===== src/hdl/srpcm_pkg.sv =====
// package: constants, types and sample conversion for the step resampler
package srpcm_pkg;

    localparam int COUNT_BITS = 24;
    localparam int PHASE_BITS = 32;
    localparam int FRAC_BITS  = 8;
    localparam int PINT_BITS  = PHASE_BITS - FRAC_BITS;
    localparam int CMP_W      = (COUNT_BITS > 24) ? COUNT_BITS : 24;
    localparam int RUN_MAX    = 64;
    localparam int RUN_W      = $clog2(RUN_MAX + 1);
    localparam int ADDR_W     = 4;
    localparam int DATA_W     = 32;

    localparam logic [11:0] MIN_STEP   = 12'd4;
    localparam logic [11:0] STEP_RESET = 12'd256;
    localparam logic [7:0]  BYTE_BIAS  = 8'd128;

    typedef enum logic [1:0] {
        REG_STEP     = 2'd0,
        REG_SRC16    = 2'd1,
        REG_OUT16    = 2'd2,
        REG_OUTCOUNT = 2'd3
    } reg_idx_t;

    typedef struct packed {
        logic [11:0] step_q8;
        logic        source_is_16bit;
        logic        output_is_16bit;
        logic [23:0] output_count;
    } cfg_t;

    typedef struct packed {
        logic load;
        logic emit;
        logic last;
        logic advance;
    } cmd_t;

    typedef struct packed {
        logic done;
        logic hit;
        logic more;
        logic out_free;
    } status_t;

    function automatic logic signed [15:0] convert(input logic [15:0] raw,
                                                   input logic src16,
                                                   input logic out16);
        logic [15:0] s16;
        s16 = src16 ? raw : {raw[7:0] ^ BYTE_BIAS, 8'h00};
        if (out16)
            return signed'(s16);
        return signed'({{8{s16[15]}}, s16[15:8]});
    endfunction

endpackage


===== src/hdl/srpcm_if.sv =====
// valid/ready word channels for source samples and converted samples
interface srpcm_in_if;
    logic        valid;
    logic        ready;
    logic [15:0] src_sample;

    modport source (output valid, output src_sample, input ready);
    modport sink (input valid, input src_sample, output ready);
endinterface

interface srpcm_out_if;
    logic               valid;
    logic               ready;
    logic signed [15:0] out_sample;
    logic               last_of_run;
    logic               final_sample;

    modport source (output valid, output out_sample, output last_of_run,
                    output final_sample, input ready);
    modport sink (input valid, input out_sample, input last_of_run,
                  input final_sample, output ready);
endinterface


===== src/hdl/srpcm_regs.sv =====
// apb register file for step, formats and output count
module srpcm_regs
    import srpcm_pkg::*;
(
    input  logic              clk,
    input  logic              rst_n,
    input  logic              psel,
    input  logic              penable,
    input  logic              pwrite,
    input  logic [ADDR_W-1:0] paddr,
    input  logic [DATA_W-1:0] pwdata,
    output logic [DATA_W-1:0] prdata,
    output logic              pready,
    output cfg_t              cfg
);

    cfg_t     cfg_reg;
    reg_idx_t idx;
    logic     wr_en;

    assign idx    = reg_idx_t'(paddr[3:2]);
    assign wr_en  = psel && penable && pwrite;
    assign pready = 1'b1;
    assign cfg    = cfg_reg;

    always_ff @(posedge clk or negedge rst_n)
    begin
        if (!rst_n)
        begin
            cfg_reg.step_q8         <= STEP_RESET;
            cfg_reg.source_is_16bit <= 1'b0;
            cfg_reg.output_is_16bit <= 1'b1;
            cfg_reg.output_count    <= 24'd0;
        end
        else if (wr_en)
        begin
            unique case (idx)
                REG_STEP:     cfg_reg.step_q8         <= pwdata[11:0];
                REG_SRC16:    cfg_reg.source_is_16bit <= pwdata[0];
                REG_OUT16:    cfg_reg.output_is_16bit <= pwdata[0];
                REG_OUTCOUNT: cfg_reg.output_count    <= pwdata[23:0];
                default:      ;
            endcase
        end
    end

    always_comb
    begin
        unique case (idx)
            REG_STEP:     prdata = DATA_W'(cfg_reg.step_q8);
            REG_SRC16:    prdata = DATA_W'(cfg_reg.source_is_16bit);
            REG_OUT16:    prdata = DATA_W'(cfg_reg.output_is_16bit);
            REG_OUTCOUNT: prdata = DATA_W'(cfg_reg.output_count);
            default:      prdata = '0;
        endcase
    end

endmodule


===== src/hdl/srpcm_dp.sv =====
// datapath: phase accumulator, counters, sample conversion and output register
module srpcm_dp
    import srpcm_pkg::*;
(
    input  logic               clk,
    input  logic               rst_n,
    input  cfg_t               cfg,
    input  cmd_t               cmd,
    output status_t            st,
    input  logic [15:0]        src_sample,
    input  logic               out_ready,
    output logic               out_valid,
    output logic signed [15:0] out_sample,
    output logic               last_of_run,
    output logic               final_sample
);

    localparam logic [COUNT_BITS-1:0] CNT_MAX = '1;

    logic [PHASE_BITS-1:0] phase_reg, phase_next;
    logic [COUNT_BITS-1:0] src_idx_reg;
    logic [COUNT_BITS-1:0] out_idx_reg, out_idx_next;
    logic [RUN_W-1:0]      run_cnt_reg;
    logic signed [15:0]    sample_reg;
    logic                  out_valid_reg;
    logic signed [15:0]    out_sample_reg;
    logic                  last_reg;
    logic                  final_reg;
    logic [11:0]           step_eff;
    logic                  final_flag;
    logic                  room_now;
    logic                  room_next;

    assign step_eff     = (cfg.step_q8 < MIN_STEP) ? MIN_STEP : cfg.step_q8;
    assign phase_next   = phase_reg + PHASE_BITS'(step_eff);
    assign out_idx_next = (out_idx_reg == CNT_MAX) ? out_idx_reg : out_idx_reg + 1'b1;
    assign final_flag   = CMP_W'(out_idx_next) >= CMP_W'(cfg.output_count);
    assign room_now     = run_cnt_reg < RUN_W'(RUN_MAX);
    assign room_next    = run_cnt_reg < RUN_W'(RUN_MAX - 1);

    assign st.done     = CMP_W'(out_idx_reg) >= CMP_W'(cfg.output_count);
    assign st.hit      = (phase_reg[PHASE_BITS-1:FRAC_BITS] == PINT_BITS'(src_idx_reg))
                         && room_now && !st.done;
    assign st.more     = (phase_next[PHASE_BITS-1:FRAC_BITS] == PINT_BITS'(src_idx_reg))
                         && room_next && !final_flag;
    assign st.out_free = !out_valid_reg || out_ready;

    assign out_valid    = out_valid_reg;
    assign out_sample   = out_sample_reg;
    assign last_of_run  = last_reg;
    assign final_sample = final_reg;

    always_ff @(posedge clk or negedge rst_n)
    begin
        if (!rst_n)
        begin
            phase_reg     <= '0;
            src_idx_reg   <= '0;
            out_idx_reg   <= '0;
            run_cnt_reg   <= '0;
            out_valid_reg <= 1'b0;
        end
        else
        begin
            if (cmd.load)
                run_cnt_reg <= '0;
            if (cmd.emit)
            begin
                phase_reg     <= phase_next;
                out_idx_reg   <= out_idx_next;
                run_cnt_reg   <= run_cnt_reg + 1'b1;
                out_valid_reg <= 1'b1;
            end
            else if (out_ready)
                out_valid_reg <= 1'b0;
            if (cmd.advance)
                src_idx_reg <= src_idx_reg + 1'b1;
        end
    end

    always_ff @(posedge clk)
    begin
        if (cmd.load)
            sample_reg <= convert(src_sample, cfg.source_is_16bit, cfg.output_is_16bit);
        if (cmd.emit)
        begin
            out_sample_reg <= sample_reg;
            last_reg       <= cmd.last;
            final_reg      <= final_flag;
        end
    end

endmodule


===== src/hdl/srpcm_ctrl.sv =====
// controller: accepts a source word and sequences its run of outputs
module srpcm_ctrl
    import srpcm_pkg::*;
(
    input  logic    clk,
    input  logic    rst_n,
    input  logic    in_valid,
    output logic    in_ready,
    input  status_t st,
    output cmd_t    cmd
);

    typedef enum logic {
        S_IDLE,
        S_RUN
    } state_t;

    state_t state_reg, state_next;

    always_ff @(posedge clk or negedge rst_n)
    begin
        if (!rst_n)
            state_reg <= S_IDLE;
        else
            state_reg <= state_next;
    end

    always_comb
    begin
        state_next  = state_reg;
        in_ready    = 1'b0;
        cmd         = '0;
        unique case (state_reg)
            S_IDLE:
            begin
                in_ready = 1'b1;
                if (in_valid && !st.done)
                begin
                    cmd.load   = 1'b1;
                    state_next = S_RUN;
                end
            end
            S_RUN:
            begin
                if (!st.hit)
                begin
                    // sample skipped over
                    cmd.advance = 1'b1;
                    state_next  = S_IDLE;
                end
                else if (st.out_free)
                begin
                    cmd.emit = 1'b1;
                    cmd.last = !st.more;
                    if (!st.more)
                    begin
                        cmd.advance = 1'b1;
                        state_next  = S_IDLE;
                    end
                end
            end
            default:
                state_next = S_IDLE;
        endcase
    end

endmodule


===== src/hdl/step_resampler_pcm_top.sv =====
// Nearest-neighbour PCM rate converter with a 24.8 phase accumulator. Each
// source word is taken and then yields one output word per cycle, while the
// output is not stalled, for as long as the phase integer matches its index
// (at most 64); the output register lets the next source word be taken while
// the last output waits. Once output_count outputs are done, source words
// are taken and dropped.
module step_resampler_pcm_top
    import srpcm_pkg::*;
(
    input  logic              clk,
    input  logic              rst_n,
    srpcm_in_if.sink          in_ch,
    srpcm_out_if.source       out_ch,
    input  logic              psel,
    input  logic              penable,
    input  logic              pwrite,
    input  logic [ADDR_W-1:0] paddr,
    input  logic [DATA_W-1:0] pwdata,
    output logic [DATA_W-1:0] prdata,
    output logic              pready
);

    cfg_t    cfg;
    cmd_t    cmd;
    status_t st;

    srpcm_regs u_regs (
        .clk     (clk),
        .rst_n   (rst_n),
        .psel    (psel),
        .penable (penable),
        .pwrite  (pwrite),
        .paddr   (paddr),
        .pwdata  (pwdata),
        .prdata  (prdata),
        .pready  (pready),
        .cfg     (cfg)
    );

    srpcm_ctrl u_ctrl (
        .clk      (clk),
        .rst_n    (rst_n),
        .in_valid (in_ch.valid),
        .in_ready (in_ch.ready),
        .st       (st),
        .cmd      (cmd)
    );

    srpcm_dp u_dp (
        .clk          (clk),
        .rst_n        (rst_n),
        .cfg          (cfg),
        .cmd          (cmd),
        .st           (st),
        .src_sample   (in_ch.src_sample),
        .out_ready    (out_ch.ready),
        .out_valid    (out_ch.valid),
        .out_sample   (out_ch.out_sample),
        .last_of_run  (out_ch.last_of_run),
        .final_sample (out_ch.final_sample)
    );

endmodule


===== src/flat_wrapper.sv =====
// flat-port wrapper written by rule: the top's interface ports become plain ports
module step_resampler_pcm_top_flat import srpcm_pkg::*;
  (clk, rst_n, psel, penable, pwrite, paddr, pwdata, prdata, pready, in_ch_valid, in_ch_src_sample, in_ch_ready, out_ch_valid, out_ch_out_sample, out_ch_last_of_run, out_ch_final_sample, out_ch_ready);
  srpcm_in_if in_ch_i ();
  srpcm_out_if out_ch_i ();
  input  logic clk;
  input  logic rst_n;
  input  logic psel;
  input  logic penable;
  input  logic pwrite;
  input  logic [ADDR_W-1:0] paddr;
  input  logic [DATA_W-1:0] pwdata;
  output logic [DATA_W-1:0] prdata;
  output logic pready;
  input wire logic [$bits(in_ch_i.valid)-1:0] in_ch_valid;
  input wire logic [$bits(in_ch_i.src_sample)-1:0] in_ch_src_sample;
  output wire logic [$bits(in_ch_i.ready)-1:0] in_ch_ready;
  output wire logic [$bits(out_ch_i.valid)-1:0] out_ch_valid;
  output wire logic [$bits(out_ch_i.out_sample)-1:0] out_ch_out_sample;
  output wire logic [$bits(out_ch_i.last_of_run)-1:0] out_ch_last_of_run;
  output wire logic [$bits(out_ch_i.final_sample)-1:0] out_ch_final_sample;
  input wire logic [$bits(out_ch_i.ready)-1:0] out_ch_ready;
  assign in_ch_i.valid = in_ch_valid;
  assign in_ch_i.src_sample = in_ch_src_sample;
  assign in_ch_ready = in_ch_i.ready;
  assign out_ch_valid = out_ch_i.valid;
  assign out_ch_out_sample = out_ch_i.out_sample;
  assign out_ch_last_of_run = out_ch_i.last_of_run;
  assign out_ch_final_sample = out_ch_i.final_sample;
  assign out_ch_i.ready = out_ch_ready;
  step_resampler_pcm_top u_core (.clk(clk), .rst_n(rst_n), .in_ch(in_ch_i), .out_ch(out_ch_i), .psel(psel), .penable(penable), .pwrite(pwrite), .paddr(paddr), .pwdata(pwdata), .prdata(prdata), .pready(pready));
endmodule

===== config.mk =====
export PLATFORM = sky130hd
export DESIGN_NAME = step_resampler_pcm_top_flat
export DESIGN_NICKNAME = d
export VERILOG_FILES = /design/src/hdl/srpcm_pkg.sv /design/src/hdl/srpcm_if.sv /design/src/hdl/srpcm_regs.sv /design/src/hdl/srpcm_dp.sv /design/src/hdl/srpcm_ctrl.sv /design/src/hdl/step_resampler_pcm_top.sv /design/src/flat_wrapper.sv
export SDC_FILE = /design/constraint.sdc
export NUM_CORES = 1
export LEC_CHECK = 0
export BUFFER_PORTS_ARGS = -buffer_cell sky130_fd_sc_hd__buf_4
export CAP_MARGIN = 15
export CORE_MARGIN = 2
export CORE_UTILIZATION = 60
export DETAILED_ROUTE_END_ITERATION = 8
export PLACE_DENSITY = 0.81
export SLEW_MARGIN = 10
export SYNTH_ARGS = -nofsm -noshare
export SYNTH_HDL_FRONTEND = slang
export SYNTH_HIERARCHICAL = 1
export SYNTH_SLANG_ARGS = --single-unit

===== constraint.sdc =====
create_clock -name clk -period 11.86 [get_ports clk]
set_input_delay 0.593 -clock clk [delete_from_list [all_inputs] [get_ports clk]]
set_output_delay 0.593 -clock clk [all_outputs]
set_load 0.05 [all_outputs]

After elaboration in Yosys (flattened, before gate mapping)
Index checks and enable logic that the tools add are counted.
{"block": "classes", "add_sub_neg": 4, "magnitude_cmp": 5, "n_eq_ne": 6, "n_mux": 24, "bitwise_logic": 2, "n_reduce_logical": 20}
{"op": "$pmux 32 s4", "count": 1}
{"op": "$add 24x1->24 const B", "count": 2}
{"op": "$eq 24x24->1", "count": 2}
{"op": "$ge 24x24->1", "count": 2}
{"op": "$mux 16", "count": 3}
{"op": "$add 32x12->32", "count": 1}
{"op": "$eq 24x24->1 const B", "count": 1}
{"op": "$mux 24", "count": 1}
{"op": "$mux 7", "count": 2}
{"op": "$lt 12x3->1 const B", "count": 1}
{"op": "$mux 1", "count": 12}
{"op": "$mux 12", "count": 1}
{"op": "$reduce_and 2->1", "count": 4}
{"op": "$add 7x1->7 const B", "count": 1}
{"op": "$logic_and 1x1->1", "count": 7}
{"op": "$lt 7x6->1 const B", "count": 1}
{"op": "$lt 7x7->1 const B", "count": 1}
{"op": "$mux 3", "count": 2}
{"op": "$eq 2x2->1 const B", "count": 2}
{"op": "$logic_not 1->1", "count": 4}
{"op": "$reduce_bool 2->1", "count": 2}
{"op": "$reduce_and 3->1", "count": 1}
{"op": "$eq 2x1->1 const B", "count": 1}
{"op": "$logic_not 2->1", "count": 1}
{"op": "4 further kinds", "count": 5}
{"block": "word_totals", "regBits": 161, "inputBits": 59, "output_inout_bits": 53}

Longest topological paths before layout
{"block": "depth", "ltp_word": 11, "ltp_mapped": 28}

Modules after synthesis
The synthesis kept the hierarchy.
{"mod": "srpcm_dp", "n_inst": 1, "cells_per_inst": 876, "area_each_um2": 8443.1, "seq_area_each_um2": 3223.1}
{"mod": "srpcm_regs", "n_inst": 1, "cells_per_inst": 128, "area_each_um2": 1906.8, "seq_area_each_um2": 953.4}
{"mod": "srpcm_ctrl", "n_inst": 1, "cells_per_inst": 9, "area_each_um2": 76.3, "seq_area_each_um2": 25.0}

Worst setup path after synthesis
OpenSTA, ideal clock, no wires.
{"block": "synth_path", "kind": "register -> register", "from": "register u_core.u_regs.cfg_reg (netlist bit u_core/u_regs/cfg[34])", "to": "register u_core.u_dp.src_idx_reg[23]", "t_arrival_ns": 4.988, "slack_ns": 6.749, "path_stages_with_launch": 24, "n_path_buf": 1, "cell_sequence": "dfstp_2 nor4_1 nand3_1 and2_1 ha_1 inv_1 fa_1 nand2b_1 a211oi_4 o21bai_4 a2111oi_4 mux2i_1 o31a_1 o2111ai_1 nor2_1 nand2b_1 a21oi_1 and3_1 and3_1 nand4_1 or3_1 clkbuf_1 or4_1 xnor2_1"}
{"item": "start, declared", "line_no": "srpcm_regs.sv:17", "rtl": "cfg_t cfg_reg;"}
{"item": "end signal, assigned", "line_no": "srpcm_dp.sv:77", "rtl": "src_idx_reg <= src_idx_reg + 1'b1;"}
{"item": "end, declared", "line_no": "srpcm_dp.sv:21", "rtl": "logic [COUNT_BITS-1:0] src_idx_reg;"}

==> run metrics <==
share of post-route cells with drive strength above 1=about a fifth; core area=17100 µm²; Comb power frac=a little over a fifth; post-detail-place hpwl=17500 µm; commonest non-fill, non-tap cell in the layout=dfrtp_1; Hold WC Path Type=input pin to asynchronous set/reset pin; Synth Cell Area=10400 µm²; DRC viols=0; largest net degree at the start of global routing=47; first-pass iteration count of the detailed router=5; Layout Skew=a little over 0.009 ns; Post-synth EDFFs=34; DR vias=a little under 8k; I/O pins=112; Synth Area in Adders=7.75%; NumNets Final=1199; hold slack=0.149 ns; drt wl/cell=between 15 and 20 µm; clock latency on the worst-skew pair=between 0.4 and 0.5 ns; root buffer cell=clkbuf_16; final cycle utilization of the critical path=between 50% and 60%; simple-gate area share of the yosys netlist=between 10% and 20%; Port Buf Inserts=92; post-synthesis async set-or-reset flop share=78.9%; post-CTS sizing=0; Final Max Tran Viols=0; Seq pwr share=41.7%; clk slew on worst S/H paths=0.07 ns; data required time of the critical path=between 10 and 15 ns; endpoints failing setup=0; mux cell area share after synthesis=under 10%; RSZ-0062 raised after global routing=false; power per cell area=approximately 140 nW/µm²; die span in y=~140 µm; register area share after synthesis=between 40 and 50%; synthesis-stage register bit count=about 160; Antenna Cells=0; most frequent cells in the layout=dfrtp_1 (125), buf_4 (96), nand2_1 (93), xnor2_1 (90); total CTS buffers=17; ys flop type=dfrtp_1; first-pass GRT wire length=approximately 39000 µm; clock share of power=approximately 36%; Largest register FFs=38; GP Congestion=just over 0.9; P_int=1140 µW; worst r2r path cells=23; Yosys warnings=6; worst-path maximum fanout=9; Max H-tree Level=4; post-synthesis compound-gate area fraction=about 11%; GRT Total Usage=27.2%; Die ar.=18400 µm²; Startpoint Class=register; vias in the first global route=around 7.8k; Area Growth Syn to Fin=12.8%; worst rel slew slack=between 40% and 50%; sw frac=31.0%; maximum clock rate=roughly 160 MHz; status=complete, no violations; multi-input logic area=around 5800 µm²; FILL cells=approximately 1.3k; postcts setup bufs=0; Max-Cap Viols=0; Arr. time, crit path=~6.7 ns; initial antenna violation count=0; Initial Util=60.9%; row cnt=48; TritonCTS clock tree=done; total gr overflow=0; Psw=slightly above 500 µW; Critical Path Sink Type=register; clk sink count=roughly 160; leakage=0.00542 µW; Routed WL=between 20000 and 25000 µm; Cells after Synth=around 1.0k; clk buf depth=2; setup TNS=0 ns; Final Hold Vio Count=0; number of vias per cell=5.99; VDD IR max=between 0.1 and 0.15 mV; main combinational cell family by area after synthesis=simple AND/OR/NAND/NOR gates; critical path class=register to register; Synth Area in XOR/XNOR=11.2%; register area=between 4000 and 5000 µm²; # hold bufs at CTS=0; Die Wd=around 140 µm; initial DRC count=between 500 and 600; Worst-Margin Slew=between 0.8 and 0.9 ns; minimum clock period=approximately 6.3 ns; Detail Route Antenna Nets=0; syn avg cell area=~10 µm²; synth unique cells=between 80 and 90
critical path: stages, from the launching register on:
cell and delay [ns]:
dfrtp_1 0.57, and4_1 0.37, nand3_1 0.24, o311ai_4 0.43
nor3_2 0.12, and3_4 0.22, xor2_1 0.14, ha_1 0.32
nand4_1 0.11, a211oi_1 0.26, o211ai_1 0.17, a311oi_1 0.35
o21ai_0 0.29, o2111ai_1 0.15, nor2_1 0.06, nand2b_1 0.18
a21oi_1 0.40, and3_1 0.34, and3_1 0.24, nand4_1 0.19
or3_1 0.47, nor2_1 0.28, nand4_1 0.18, xnor2_1 0.16
cell families (layout without fill, tap and decap cells):
family / count (synthesis) / in the layout
buffers and inverters: 100 / 169
adder cells (fa/ha/maj): 64 / 64
other: 2 / 9
XOR/XNOR: 130 / 130
AO/OA/AOI/OAI: 155 / 155
multiplexers: 71 / 71
flip-flops: 161 / 161
AND/OR/NAND/NOR: 330 / 330
Yosys cell counts (all sizes together), types with 5 or more instances:
cell type | instances | area, µm²
mux2i | 18 | 180
a21oi | 37 | 193
buf | 30 | 230
nor3b | 6 | 50.1
a2111oi | 5 | 87.6
and3 | 30 | 199
a21o | 17 | 128
and2 | 9 | 56.3
xor2 | 38 | 333
o21ai | 38 | 190
nand3 | 34 | 198
edfxtp | 34 | 1020
inv | 40 | 150
or3 | 5 | 31.3
a211oi | 8 | 72.6
a22o | 11 | 96.3
nand2b | 11 | 68.8
nor2b | 9 | 56.3
dfrtp | 125 | 3130
ha | 63 | 788
nor3 | 11 | 71.3
nand2 | 94 | 360
o211ai | 6 | 50.1
nor4 | 8 | 50.1
mux2 | 51 | 649
and4 | 6 | 52.6
xnor2 | 90 | 788
clkbuf | 29 | 109
nand4 | 32 | 219
nor2 | 64 | 257
power by group through the flow:
| stage | Clock [µW] | Combinational (µW) | Sequential, µW |
|---|---|---|---|
| floorplan | 0 | 289 | 655 |
| global placement | 0 | 344 | 694 |
| detailed placement | 0 | 353 | 697 |
| CTS | 608 | 357 | 687 |
| global route | 636 | 392 | 695 |
| finish | 601 | 361 | 689 |
stage by stage:
step | total power (µW) | area, µm² | util [%] | setup WS (ns) | std cells
detailed placement | 1050 | 11100 | 64.9 | 5.64 | 1282
CTS | 1650 | 11800 | 68.7 | 5.62 | 1314
finish | 1650 | 11800 | 68.7 | 5.51 | 1314
global route | 1720 | 11800 | 68.7 | 5.11 | 1314
floorplan | 945 | 10500 | - | 6.75 | 1020
global placement | 1040 | 11100 | 64.9 | 5.77 | 1282
metal layers:
layer | GRT usage [%] | up-vias | part of all wire [%]
li1 | - | 3704 | -
met1 | 36.1 | 3875 | 43
met2 | 44.9 | 248 | 50
met3 | 5.48 | 44 | 5.2
met4 | 8.80 | 0 | 2.0
met5 | 0 | - | 0
cell type report:
type / instances / share of cell area [%]
multi-input cells: 759 / 49.0
flip-flops and latches: 161 / 35.7
repair buffers: 96 / 6.13
clock buffers: 17 / 3.62
well taps: 225 / 2.39
clock inverters: 15 / 1.87
inverters: 41 / 1.31
final timing paths:
kind	startpoint	slack, ns	endpoint
hold / removal	rst_n	0.15	u_core/u_dp/phase_reg[8]
setup / recovery	u_core/u_dp/out_idx_reg[16]	5.51	u_core/u_dp/src_idx_reg[21]
hold reg to reg	u_core/u_dp/sample_reg[3]	0.42	u_core/u_dp/out_sample[3]
max in group asynchronous	rst_n	10.72	u_core/u_dp/phase_reg[5]
min in group clk	pwdata[12]	0.39	u_core/u_regs/cfg[12]
setup reg to reg	u_core/u_dp/out_idx_reg[16]	5.51	u_core/u_dp/src_idx_reg[21]
Note: power is estimated with default switching activity, not from simulation.
